File: config.mk
export PLATFORM = sky130hd
export DESIGN_NAME = banked_register_file
export DESIGN_NICKNAME = d
export VERILOG_FILES = /design/src/brf_pkg.sv /design/src/brf_ram.sv /design/src/brf_alu.sv /design/src/banked_register_file.sv
export SDC_FILE = /design/constraint.sdc
export NUM_CORES = 2
export LEC_CHECK = 0
export BUFFER_PORTS_ARGS = -buffer_cell sky130_fd_sc_hd__buf_2
export CORE_MARGIN = 2
export CORE_UTILIZATION = 35
export DETAILED_ROUTE_END_ITERATION = 10
export PLACE_DENSITY_LB_ADDON = 0.2
export SETUP_SLACK_MARGIN = 0.02
export SLEW_MARGIN = 10
export SYNTH_ARGS = -nofsm -noshare
export SYNTH_HDL_FRONTEND = slang
export SYNTH_SLANG_ARGS = --single-unit
export TNS_END_PERCENT = 20
File: constraint.sdc
create_clock -name i_clk -period 20.3 [get_ports i_clk]
set_clock_uncertainty 0.15 [all_clocks]
set_input_delay 4.06 -clock i_clk [delete_from_list [all_inputs] [get_ports i_clk]]
set_output_delay 4.06 -clock i_clk [all_outputs]
set_load 0.03 [all_outputs]
File: src/brf_pkg.sv
package brf_pkg;

    // Access commands.
    localparam logic [2:0] CMD_RD_BYTE = 3'd0;
    localparam logic [2:0] CMD_WR_BYTE = 3'd1;
    localparam logic [2:0] CMD_RD_BIT  = 3'd2;
    localparam logic [2:0] CMD_WR_BIT  = 3'd3;
    localparam logic [2:0] CMD_WR_HI   = 3'd4;
    localparam logic [2:0] CMD_WR_LO   = 3'd5;

    // Result status codes.
    localparam logic [1:0] ST_OK     = 2'd0;
    localparam logic [1:0] ST_RANGE  = 2'd1;
    localparam logic [1:0] ST_UNIMPL = 2'd2;

    localparam logic [7:0] STATUS_ADDR  = 8'h03;
    localparam logic [7:0] UNIMPL_ADDR  = 8'h07;
    localparam int         BANK_BIT     = 5;
    localparam logic [7:0] STATUS_RESET = 8'h18;

    typedef struct packed {
        logic [2:0] cmd;
        logic [2:0] bit_index;
        logic [7:0] data;
    } t_op;

    typedef struct packed {
        logic       we;
        logic [7:0] new_value;
        logic [7:0] read_data;
    } t_res;

    // Addresses of bank 1 that map onto bank 0 storage.
    function automatic logic is_alias(input logic [7:0] addr);
        return (addr == 8'd2) || (addr == 8'd3) || (addr == 8'd4) ||
               (addr == 8'd10) || (addr == 8'd11);
    endfunction

    // Power-on contents of one entry.
    function automatic logic [7:0] reset_value(input logic bank1, input logic [7:0] addr);
        logic [7:0] v;
        v = 8'h00;
        if (!bank1) begin
            if (addr == STATUS_ADDR) begin
                v = STATUS_RESET;
            end
        end else begin
            if (addr == 8'd1 || addr == 8'd6) begin
                v = 8'hFF;
            end else if (addr == 8'd5) begin
                v = 8'h1F;
            end
        end
        return v;
    endfunction

endpackage

File: src/brf_ram.sv
module brf_ram #(
    parameter int WIDTH = 8,
    parameter int DEPTH = 80
) (
    input  logic                     i_clk,
    input  logic                     i_we,
    input  logic [$clog2(DEPTH)-1:0] i_waddr,
    input  logic [WIDTH-1:0]         i_wdata,
    input  logic [$clog2(DEPTH)-1:0] i_raddr,
    output logic [WIDTH-1:0]         o_rdata
);

    logic [WIDTH-1:0] r_mem [DEPTH];
    logic [WIDTH-1:0] r_rdata;

    always_ff @(posedge i_clk) begin
        if (i_we) begin
            r_mem[i_waddr] <= i_wdata;
        end
        r_rdata <= r_mem[i_raddr];
    end

    assign o_rdata = r_rdata;

endmodule

File: src/brf_alu.sv
module brf_alu import brf_pkg::*; (
    input  t_op        i_op,
    input  logic [7:0] i_old,
    output t_res       o_res
);

    always_comb begin
        o_res.we        = 1'b0;
        o_res.new_value = i_old;
        o_res.read_data = 8'h00;
        case (i_op.cmd)
            CMD_RD_BYTE: o_res.read_data = i_old;
            CMD_WR_BYTE: begin
                o_res.we        = 1'b1;
                o_res.new_value = i_op.data;
            end
            CMD_RD_BIT: o_res.read_data = {7'd0, i_old[i_op.bit_index]};
            CMD_WR_BIT: begin
                o_res.we = 1'b1;
                o_res.new_value[i_op.bit_index] = i_op.data[0];
            end
            CMD_WR_HI: begin
                o_res.we        = 1'b1;
                o_res.new_value = {i_op.data[3:0], i_old[3:0]};
            end
            CMD_WR_LO: begin
                o_res.we        = 1'b1;
                o_res.new_value = {i_old[7:4], i_op.data[3:0]};
            end
            default: ;
        endcase
    end

endmodule

File: src/banked_register_file.sv
// A request is captured when accepted; its result beat is registered when the access
// completes, which waits while the result register still holds an unread beat. One access
// at a time: the RAM read of the entry comes first, then its modify and write-back.
// Reset: synchronous, active low. Per-entry valid bits are cleared at once, so the block
// accepts requests as soon as reset is released; no clearing pass is run.
module banked_register_file import brf_pkg::*; #(
    parameter int REGS_PER_BANK = 80
) (
    input  logic       i_clk,
    input  logic       i_rst_n,
    input  logic       i_valid,
    output logic       o_ready,
    input  logic [2:0] i_cmd,
    input  logic [7:0] i_address,
    input  logic       i_use_given_bank,
    input  logic       i_bank,
    input  logic [2:0] i_bit_index,
    input  logic [7:0] i_data,
    output logic       o_valid,
    input  logic       i_ready,
    output logic [7:0] o_read_data,
    output logic [1:0] o_status
);

    localparam int AW = $clog2(REGS_PER_BANK);

    localparam logic S_IDLE = 1'b0;
    localparam logic S_EXEC = 1'b1;

    // Control state.
    logic                     r_state, n_state;
    logic                     r_rp0;
    logic [REGS_PER_BANK-1:0] r_vld0, r_vld1;
    logic                     r_out_valid;

    // Captured request.
    t_op                      r_op;
    logic [AW-1:0]            r_idx;
    logic [7:0]               r_addr;
    logic                     r_b1;
    logic [1:0]               r_st;
    logic                     r_ok;

    // Result register.
    logic [7:0]               r_rd;
    logic [1:0]               r_ost;

    logic                     w_accept;
    logic                     w_done;
    logic [1:0]               w_st;
    logic                     w_cmd_ok;
    logic                     w_sel_bank;
    logic [AW-1:0]            w_raddr;
    logic [7:0]               w_rdata0, w_rdata1;
    logic [7:0]               w_old;
    logic                     w_vld;
    t_res                     w_res;
    logic                     w_we0, w_we1;

    assign o_ready  = (r_state == S_IDLE);
    assign w_accept = i_valid && o_ready;
    // The access completes once the result register can take the beat.
    assign w_done   = (r_state == S_EXEC) && (!r_out_valid || i_ready);

    // Classify the request. Unknown commands report ok and touch nothing.
    always_comb begin
        w_cmd_ok = (i_cmd <= CMD_WR_LO);
        if (!w_cmd_ok) begin
            w_st = ST_OK;
        end else if (i_address > 8'(REGS_PER_BANK - 1)) begin
            w_st = ST_RANGE;
        end else if (i_address == UNIMPL_ADDR) begin
            w_st = ST_UNIMPL;
        end else begin
            w_st = ST_OK;
        end
    end

    // Bit and nibble operations always follow the status bank bit; aliased
    // addresses always land in bank 0.
    assign w_sel_bank = ((i_cmd <= CMD_WR_BYTE) && i_use_given_bank) ? i_bank : r_rp0;

    // Hold the read address during a stall so the RAM data stays put.
    assign w_raddr = (r_state == S_IDLE) ? i_address[AW-1:0] : r_idx;

    brf_ram #(.WIDTH(8), .DEPTH(REGS_PER_BANK)) u_bank0 (
        .i_clk   (i_clk),
        .i_we    (w_we0),
        .i_waddr (r_idx),
        .i_wdata (w_res.new_value),
        .i_raddr (w_raddr),
        .o_rdata (w_rdata0)
    );

    brf_ram #(.WIDTH(8), .DEPTH(REGS_PER_BANK)) u_bank1 (
        .i_clk   (i_clk),
        .i_we    (w_we1),
        .i_waddr (r_idx),
        .i_wdata (w_res.new_value),
        .i_raddr (w_raddr),
        .o_rdata (w_rdata1)
    );

    // An entry that was never written reads as its power-on value.
    assign w_vld = r_b1 ? r_vld1[r_idx] : r_vld0[r_idx];
    assign w_old = w_vld ? (r_b1 ? w_rdata1 : w_rdata0) : reset_value(r_b1, r_addr);

    brf_alu u_alu (
        .i_op  (r_op),
        .i_old (w_old),
        .o_res (w_res)
    );

    assign w_we0 = w_done && r_ok && w_res.we && !r_b1;
    assign w_we1 = w_done && r_ok && w_res.we && r_b1;

    always_comb begin
        n_state = r_state;
        unique case (r_state)
            S_IDLE: begin
                if (w_accept) begin
                    n_state = S_EXEC;
                end
            end
            S_EXEC: begin
                if (w_done) begin
                    n_state = S_IDLE;
                end
            end
            default: n_state = S_IDLE;
        endcase
    end

    always_ff @(posedge i_clk) begin
        if (!i_rst_n) begin
            r_state     <= S_IDLE;
            r_rp0       <= STATUS_RESET[BANK_BIT];
            r_vld0      <= '0;
            r_vld1      <= '0;
            r_out_valid <= 1'b0;
        end else begin
            r_state <= n_state;
            if (w_we0) begin
                r_vld0[r_idx] <= 1'b1;
                // Mirror the bank select bit of the status register.
                if (r_idx == AW'(STATUS_ADDR)) begin
                    r_rp0 <= w_res.new_value[BANK_BIT];
                end
            end
            if (w_we1) begin
                r_vld1[r_idx] <= 1'b1;
            end
            if (w_done) begin
                r_out_valid <= 1'b1;
            end else if (i_ready) begin
                r_out_valid <= 1'b0;
            end
        end
    end

    always_ff @(posedge i_clk) begin
        if (w_accept) begin
            r_op.cmd       <= i_cmd;
            r_op.bit_index <= i_bit_index;
            r_op.data      <= i_data;
            r_idx          <= i_address[AW-1:0];
            r_addr         <= i_address;
            r_b1           <= w_sel_bank && !is_alias(i_address);
            r_st           <= w_st;
            r_ok           <= w_cmd_ok && (w_st == ST_OK);
        end
        if (w_done) begin
            r_rd  <= r_ok ? w_res.read_data : 8'h00;
            r_ost <= r_st;
        end
    end

    assign o_valid     = r_out_valid;
    assign o_read_data = r_rd;
    assign o_status    = r_ost;

    // Storage is written only while an access completes.
    a_we_in_exec: assert property (@(posedge i_clk) disable iff (!i_rst_n)
        (w_we0 || w_we1) |-> (r_state == S_EXEC && w_done))
        else $error("register write outside a completing access");

    // A flagged access never changes storage.
    a_flag_no_write: assert property (@(posedge i_clk) disable iff (!i_rst_n)
        (w_done && r_st != ST_OK) |-> !(w_we0 || w_we1))
        else $error("flagged access wrote storage");

    // The bank select mirror follows a write of the status register.
    a_rp0_follow: assert property (@(posedge i_clk) disable iff (!i_rst_n)
        (w_we0 && r_idx == AW'(STATUS_ADDR)) |=> (r_rp0 == $past(w_res.new_value[BANK_BIT])))
        else $error("bank select mirror out of step with status register");

    // No new request is taken while an access is in flight.
    a_one_in_flight: assert property (@(posedge i_clk) disable iff (!i_rst_n)
        (r_state == S_EXEC) |-> !o_ready)
        else $error("request accepted during an access");

endmodule

Yosys cells after proc, flatten, opt, wreduce, memory -nomap -nowiden
Memory sizes are Yosys's and may differ from the RTL's. A register that Yosys moved wholly into a read port is not among the register bits.
Cells that the tools add are included.
{ "totals": {"regBits": 206, "ramBits": 1280, "out_inout_bits": 12, "wordCells": 101, "n_memories": 2} }
{ "op_classes": {"n_lt_le_gt_ge": 7, "eq_ne": 16, "n_mux": 34, "bitwise": 3, "n_reduce_logical": 24} }
{ "memory_table": {"columns": ["memory", "depth", "width", "read_ports", "rd_clocked_by_memory_dff", "wr", "line", "source"], "rows": [
  ["u_bank0.r_mem", 80, 8, 1, 1, 1, "brf_ram.sv:13", "logic [WIDTH-1:0] r_mem [DEPTH];"],
  ["u_bank1.r_mem", 80, 8, 1, 1, 1, "brf_ram.sv:13", null]
]} }
{ "op_table": {"columns": ["cell", "n"], "rows": [
  ["bitwise OR 80 bit", 2],
  ["case mux 9 bit (4 select lines)", 1],
  ["== test 8 x 3 -> 1 bit (second input constant)", 4],
  ["2-to-1 mux 8 bit", 4],
  ["== test 8 x 2 -> 1 bit (second input constant)", 3],
  ["== test 8 x 4 -> 1 bit (second input constant)", 2],
  ["case mux 8 bit (2 select lines)", 1],
  ["2-to-1 mux 1 bit", 15],
  ["binary-select mux 1 bit (select 7 bit)", 2],
  ["logical AND 1 bit", 11],
  ["2-to-1 mux 5 bit", 2],
  ["bitwise mux 8 bit", 1],
  ["== test 8 x 1 -> 1 bit (second input constant)", 1],
  ["greater-than comparator 8 x 7 -> 1 bit (second input constant)", 1],
  ["less-than comparator 7 x 8 -> 1 bit (second input constant)", 1],
  ["demux 1 bit (select 7 bit)", 1],
  ["== test 7 x 2 -> 1 bit (second input constant)", 1],
  [">= comparator 7 x 1 -> 1 bit (second input constant)", 1],
  ["2-to-1 mux 7 bit", 1],
  ["== test 3 x 2 -> 1 bit (second input constant)", 2],
  ["== test 3 bit (second input constant)", 2],
  ["logical OR 1 bit", 6],
  ["2-to-1 mux 2 bit", 3],
  ["less-than comparator 3 x 4 -> 1 bit (second input constant)", 1],
  ["13 further kinds", 15]
]} }

Longest topological paths before layout
{ "logic_depth": {"word_depth": 11, "mapped_depth": 11, "mapped_depth_nobuf": 8} }

Cells and area by module
From an unflattened synthesis, not the netlist that was laid out.
{ "hier_totals": {"cells_unflattened": 3147, "area_unflattened_um2": 58850.2} }
{ "by_module_without_submodules": {"columns": ["module", "n_inst", "cells_each", "area_per_inst_um2"], "rows": [
  ["brf_ram", 2, 1112, 24902.6],
  ["banked_register_file", 1, 853, 8538.2],
  ["brf_alu", 1, 70, 506.7]
]} }

Worst setup path before layout
No wires, ideal clock.
{ "synth_path": {"path_type": "reg2reg", "from": "reg r_idx[1]", "to": "mem u_bank0.r_mem[0][6] (data pin)", "setup_ps": 1477, "t_arrival_ps": 8744, "required_ps": 18673, "setup_slack_ps": 9929, "stages_incl_launch_ff": 12, "path_cell_list": "edfxtp_1 > buf_2 > buf_4 > and2_1 > buf_2 > a22oi_1 > a21oi_1 > a2111o_1 > o211a_1 > a21oi_4 > a21oi_1 > o31ai_1"} }
{ "synth_rtl": {"columns": ["element", "line", "source"], "rows": [
  ["from (decl)", "banked_register_file.sv:38", "logic [AW-1:0] r_idx;"],
  ["from (signal assigned)", "banked_register_file.sv:166", "r_idx <= i_address[AW-1:0];"],
  ["to (decl)", "brf_ram.sv:13", null]
]} }

Worst setup path after layout
{ "layout_path": {"from": "in i_address[0]", "to": "reg u_bank1.r_rdata[4], in the netlist u_bank1.o_rdata[4] (read register of u_bank1.r_mem)"} }
{ "layout_between": {"elab_chain_cells": 1} }
{ "layout_lines": {"columns": ["element", "line", "source"], "rows": [
  ["from (decl)", "banked_register_file.sv:14", "input logic [7:0] i_address,"],
  ["2-to-1 mux 7 bit", "banked_register_file.sv:84", "assign w_raddr = (r_state == S_IDLE) ? i_address[AW-1:0] : r_idx;"],
  ["to (decl)", "brf_ram.sv:14", "logic [WIDTH-1:0] r_rdata;"]
]} }
No other way between the ends.
A chain may end at the register's enable or synchronous reset.

==> flow_metrics.tcl <==
set metrics [dict create \
    status "finished, final reports clean" \
    synth_edf_count 1316 \
    portBuffers 39 \
    fin_crit_sh_pct 40.3 \
    hold_violations 0 \
    cp_max_fo 96 \
    num_vias 32200 \
    synth-main-ff-cell "edfxtp_1" \
    slowest_stage "a211oi_1" \
    required_ns 20.84 \
    viasPerCell 5.47 \
    path_delay_family "buffers and inverters" \
    fin_area_mm2 0.0668 \
    ys_types 56 \
    post-cts-setup-buffers 0 \
    clock_tree.buffer_depth 3 \
    n_antenna_cell 0 \
    slew_headroom_pct 10.8 \
    clk_root_buffer_cell "clkbuf_16" \
    setup_violations 0 \
    cellLeakagePower_nw 21.5 \
    placed_area_mm2 0.0617 \
    wl_per_cell_um 27.1 \
    post-synth-top-area-cell "edfxtp_1" \
    synthTopCellsByArea "edfxtp_1, mux4_2, dfxtp_1" \
    drive_gt1_share_pct 18.4 \
    synth_warnings 0 \
    initial_utilization_pct 35.1 \
    critical_path.endpoint_type "flop" \
    ios 40 \
    synth_top_area_share_pct 67.4 \
    critPathMaxStageDelay_ns 0.89 \
    dp_hpwl_um 94100 \
    syn_inst 3480 \
    first_pass_iters 6 \
    htree_levels 4 \
    cts_buffers 155 \
    die_w_um 413 \
    syn_nets 3508 \
    utilization_pct 40.1 \
    worstMarginPinSlew_ns 1.34 \
    area_growth_pct 14.0 \
    period_minus_slack_ns 8.18 \
    place_ws_ns 11.10 \
    grt_pass1_vias 32000 \
    cp_cell_sequence "buf_2 -> mux2i_4 -> buf_4 -> buf_12 -> buf_4 -> mux4_2 -> and2_1 -> a211oi_1 -> a311oi_1 -> a211oi_1 -> a21oi_1 -> a21o_1" \
    powerDensity_mw_per_mm2 104 \
    clkLatencyLatePin_ns 0.81 \
    ctsHoldBuffers 0 \
    fmax_mhz 122 \
    core_area_mm2 0.167 \
    die_h_um 413 \
    drt_iter0_markers 3006 \
    avgSynthCellArea_um2 16.9 \
    cts.sinks 1495 \
    grt_pass1_wl_um 232000 \
    cp.depth 12 \
    ys_async_sr_fraction_pct 0 \
    cts_resized 0 \
    worstPathArrival_ns 8.73 \
    remaining_drc_errors 0 \
    crit_buf_inv 4 \
    antenna_found_initial 1 \
    grt_start_max_net_pins 139 \
    peakVddDrop_mv 0.0968 \
    seq_area_frac_synth_pct 73.5 \
    grt_util_all_layers_pct 18.7 \
    num_rows 150 \
    setup_slack_ns 12.12 \
    clkTransAtPathRegs_ns 0.06 \
    min_path_type "flop to flop" \
    rr_worst_depth 11 \
    critPathKind "primary input to flop" \
    synth_seq_cells 1495 \
    hold_path_depth 0 \
    cap_violations 0 \
    detail-route-antenna-nets 0 \
    grt_overflow_total 0 \
    nets 3584 \
    rsz0062_at_grt "false" \
    die_area_mm2 0.171 \
    slew_violations 0 \
    setup_tns_ns 0 \
    gp_congestion 0.810 \
    routed_wl_um 160000 \
    cts_tree "done" \
    syn_area_mm2 0.0586 \
    startpoint_type "primary input" \
]
## stage by stage
stage,instances,hold slack (ns),total power [W]
floorplan,3480,0.250,0.00392
global placement,5603,0.253,0.00416
detailed placement,5603,0.256,0.00416
CTS,5885,0.266,0.00704
global route,5885,0.275,0.00719
finish,5885,0.268,0.00697
## logic make-up after synthesis
family                 after synthesis  synth area share (%)
flip-flops                        1495                  73.5
AND/OR/NAND/NOR                    859                  6.40
AO/OA/AOI/OAI                      564                  7.09
multiplexers                       322                  11.2
buffers and inverters              240                  1.77
## cell usage after synthesis, types with 2 or more instances
master        n
and2_0        2
clkbuf_1    148
nor3b_1       6
nand2_1     429
a221oi_1     18
and2_1       69
o21ai_0      25
dfxtp_1     179
nor2_1      190
edfxtp_1   1316
buf_4         7
buf_2        62
a221o_1       9
nand2b_1      7
nor2b_1      15
mux2i_1      37
and3_1       37
nand4_1       3
nor3_1        7
o32ai_1       2
buf_1         8
a22oi_1      13
mux4_2      267
and3b_1       9
inv_1        11
a22o_1        4
a21oi_1      53
mux2_2       18
a211oi_1    100
a21o_1       18
o21a_1      161
buf_6         3
o22ai_1       5
o221ai_1      3
o2bb2ai_1     5
a31oi_1      52
nand3_1      79
a21boi_0      3
a41oi_1       2
a311oi_1     82
## layout make-up
cell class	count	area (µm²)
Timing Repair Buffer	148	1090
Fill cell	15000	100000
Multi-Input combinational cell	1745	14700
Tap cell	2204	2760
Clock inverter	70	815
Sequential cell	1495	43100
Clock buffer	212	4340
Inverter	11	41.3
## layer usage
layer / up-vias / GRT usage (%) / part of all wire [%]
met5: - / 0 / 0
met4: 0 / 4.51 / 2.0
li1: 13900 / - / -
met3: 223 / 3.29 / 5.7
met1: 17100 / 27.2 / 46
met2: 992 / 29.1 / 46
## path summary, 6_finish.rpt
path / startpoint / endpoint / slack (ns)
worst min-delay path: r_st[1] / o_status[1] / 0.27
worst min register to register: r_st[1] / o_status[1] / 0.27
worst max register to register: r_idx[1] / u_bank1.r_mem[30][1] / 13.47
worst max-delay path: i_address[0] / u_bank1.o_rdata[4] / 12.12
## state kept, by name (all words and copies together), names as in the netlist, 2 cells and up
signal	count
u_bank1.o_rdata	8
r_st	2
o_read_data	8
u_bank0.o_rdata	8
r_vld1	80
r_idx	6
r_op	14
r_addr	2
o_status	2
u_bank0.r_mem	640
u_bank1.r_mem	640
r_vld0	80
## power breakdown
group | total [W] | switching (W) | internal [W]
Combinational | 0.000610 | 0.000431 | 0.000179
Sequential | 0.00347 | 0.0000238 | 0.00345
Clock | 0.00288 | 0.00120 | 0.00168
Total | 0.00697 | 0.00166 | 0.00531
## worst register-to-register path, stage by stage (launching register included)
cell and delay (ns):
edfxtp_1 0.32, buf_4 0.55, and2_1 0.94, a22oi_1 0.21, a21boi_0 0.58, a2111o_1 0.25
o211ai_1 0.21, nor3b_1 0.62, a21oi_1 0.26, o21ai_4 0.91, buf_4 0.59, buf_4 0.80
## cell usage in the layout, fill, tap and decap left out, types with 19 or more instances in the layout
master / n
a211oi_1: 100
a21oi_1: 52
a311oi_1: 82
a31oi_1: 52
and2_1: 69
and3_1: 37
buf_2: 38
buf_4: 103
clkbuf_1: 37
clkbuf_16: 159
clkinv_1: 19
clkinv_2: 22
dfxtp_1: 179
edfxtp_1: 1316
mux2i_1: 30
mux4_2: 267
nand2_1: 428
nand3_1: 79
nor2_1: 190
o21a_1: 161
o21ai_0: 24
No activity file was read; power rests on OpenSTA's default activity.
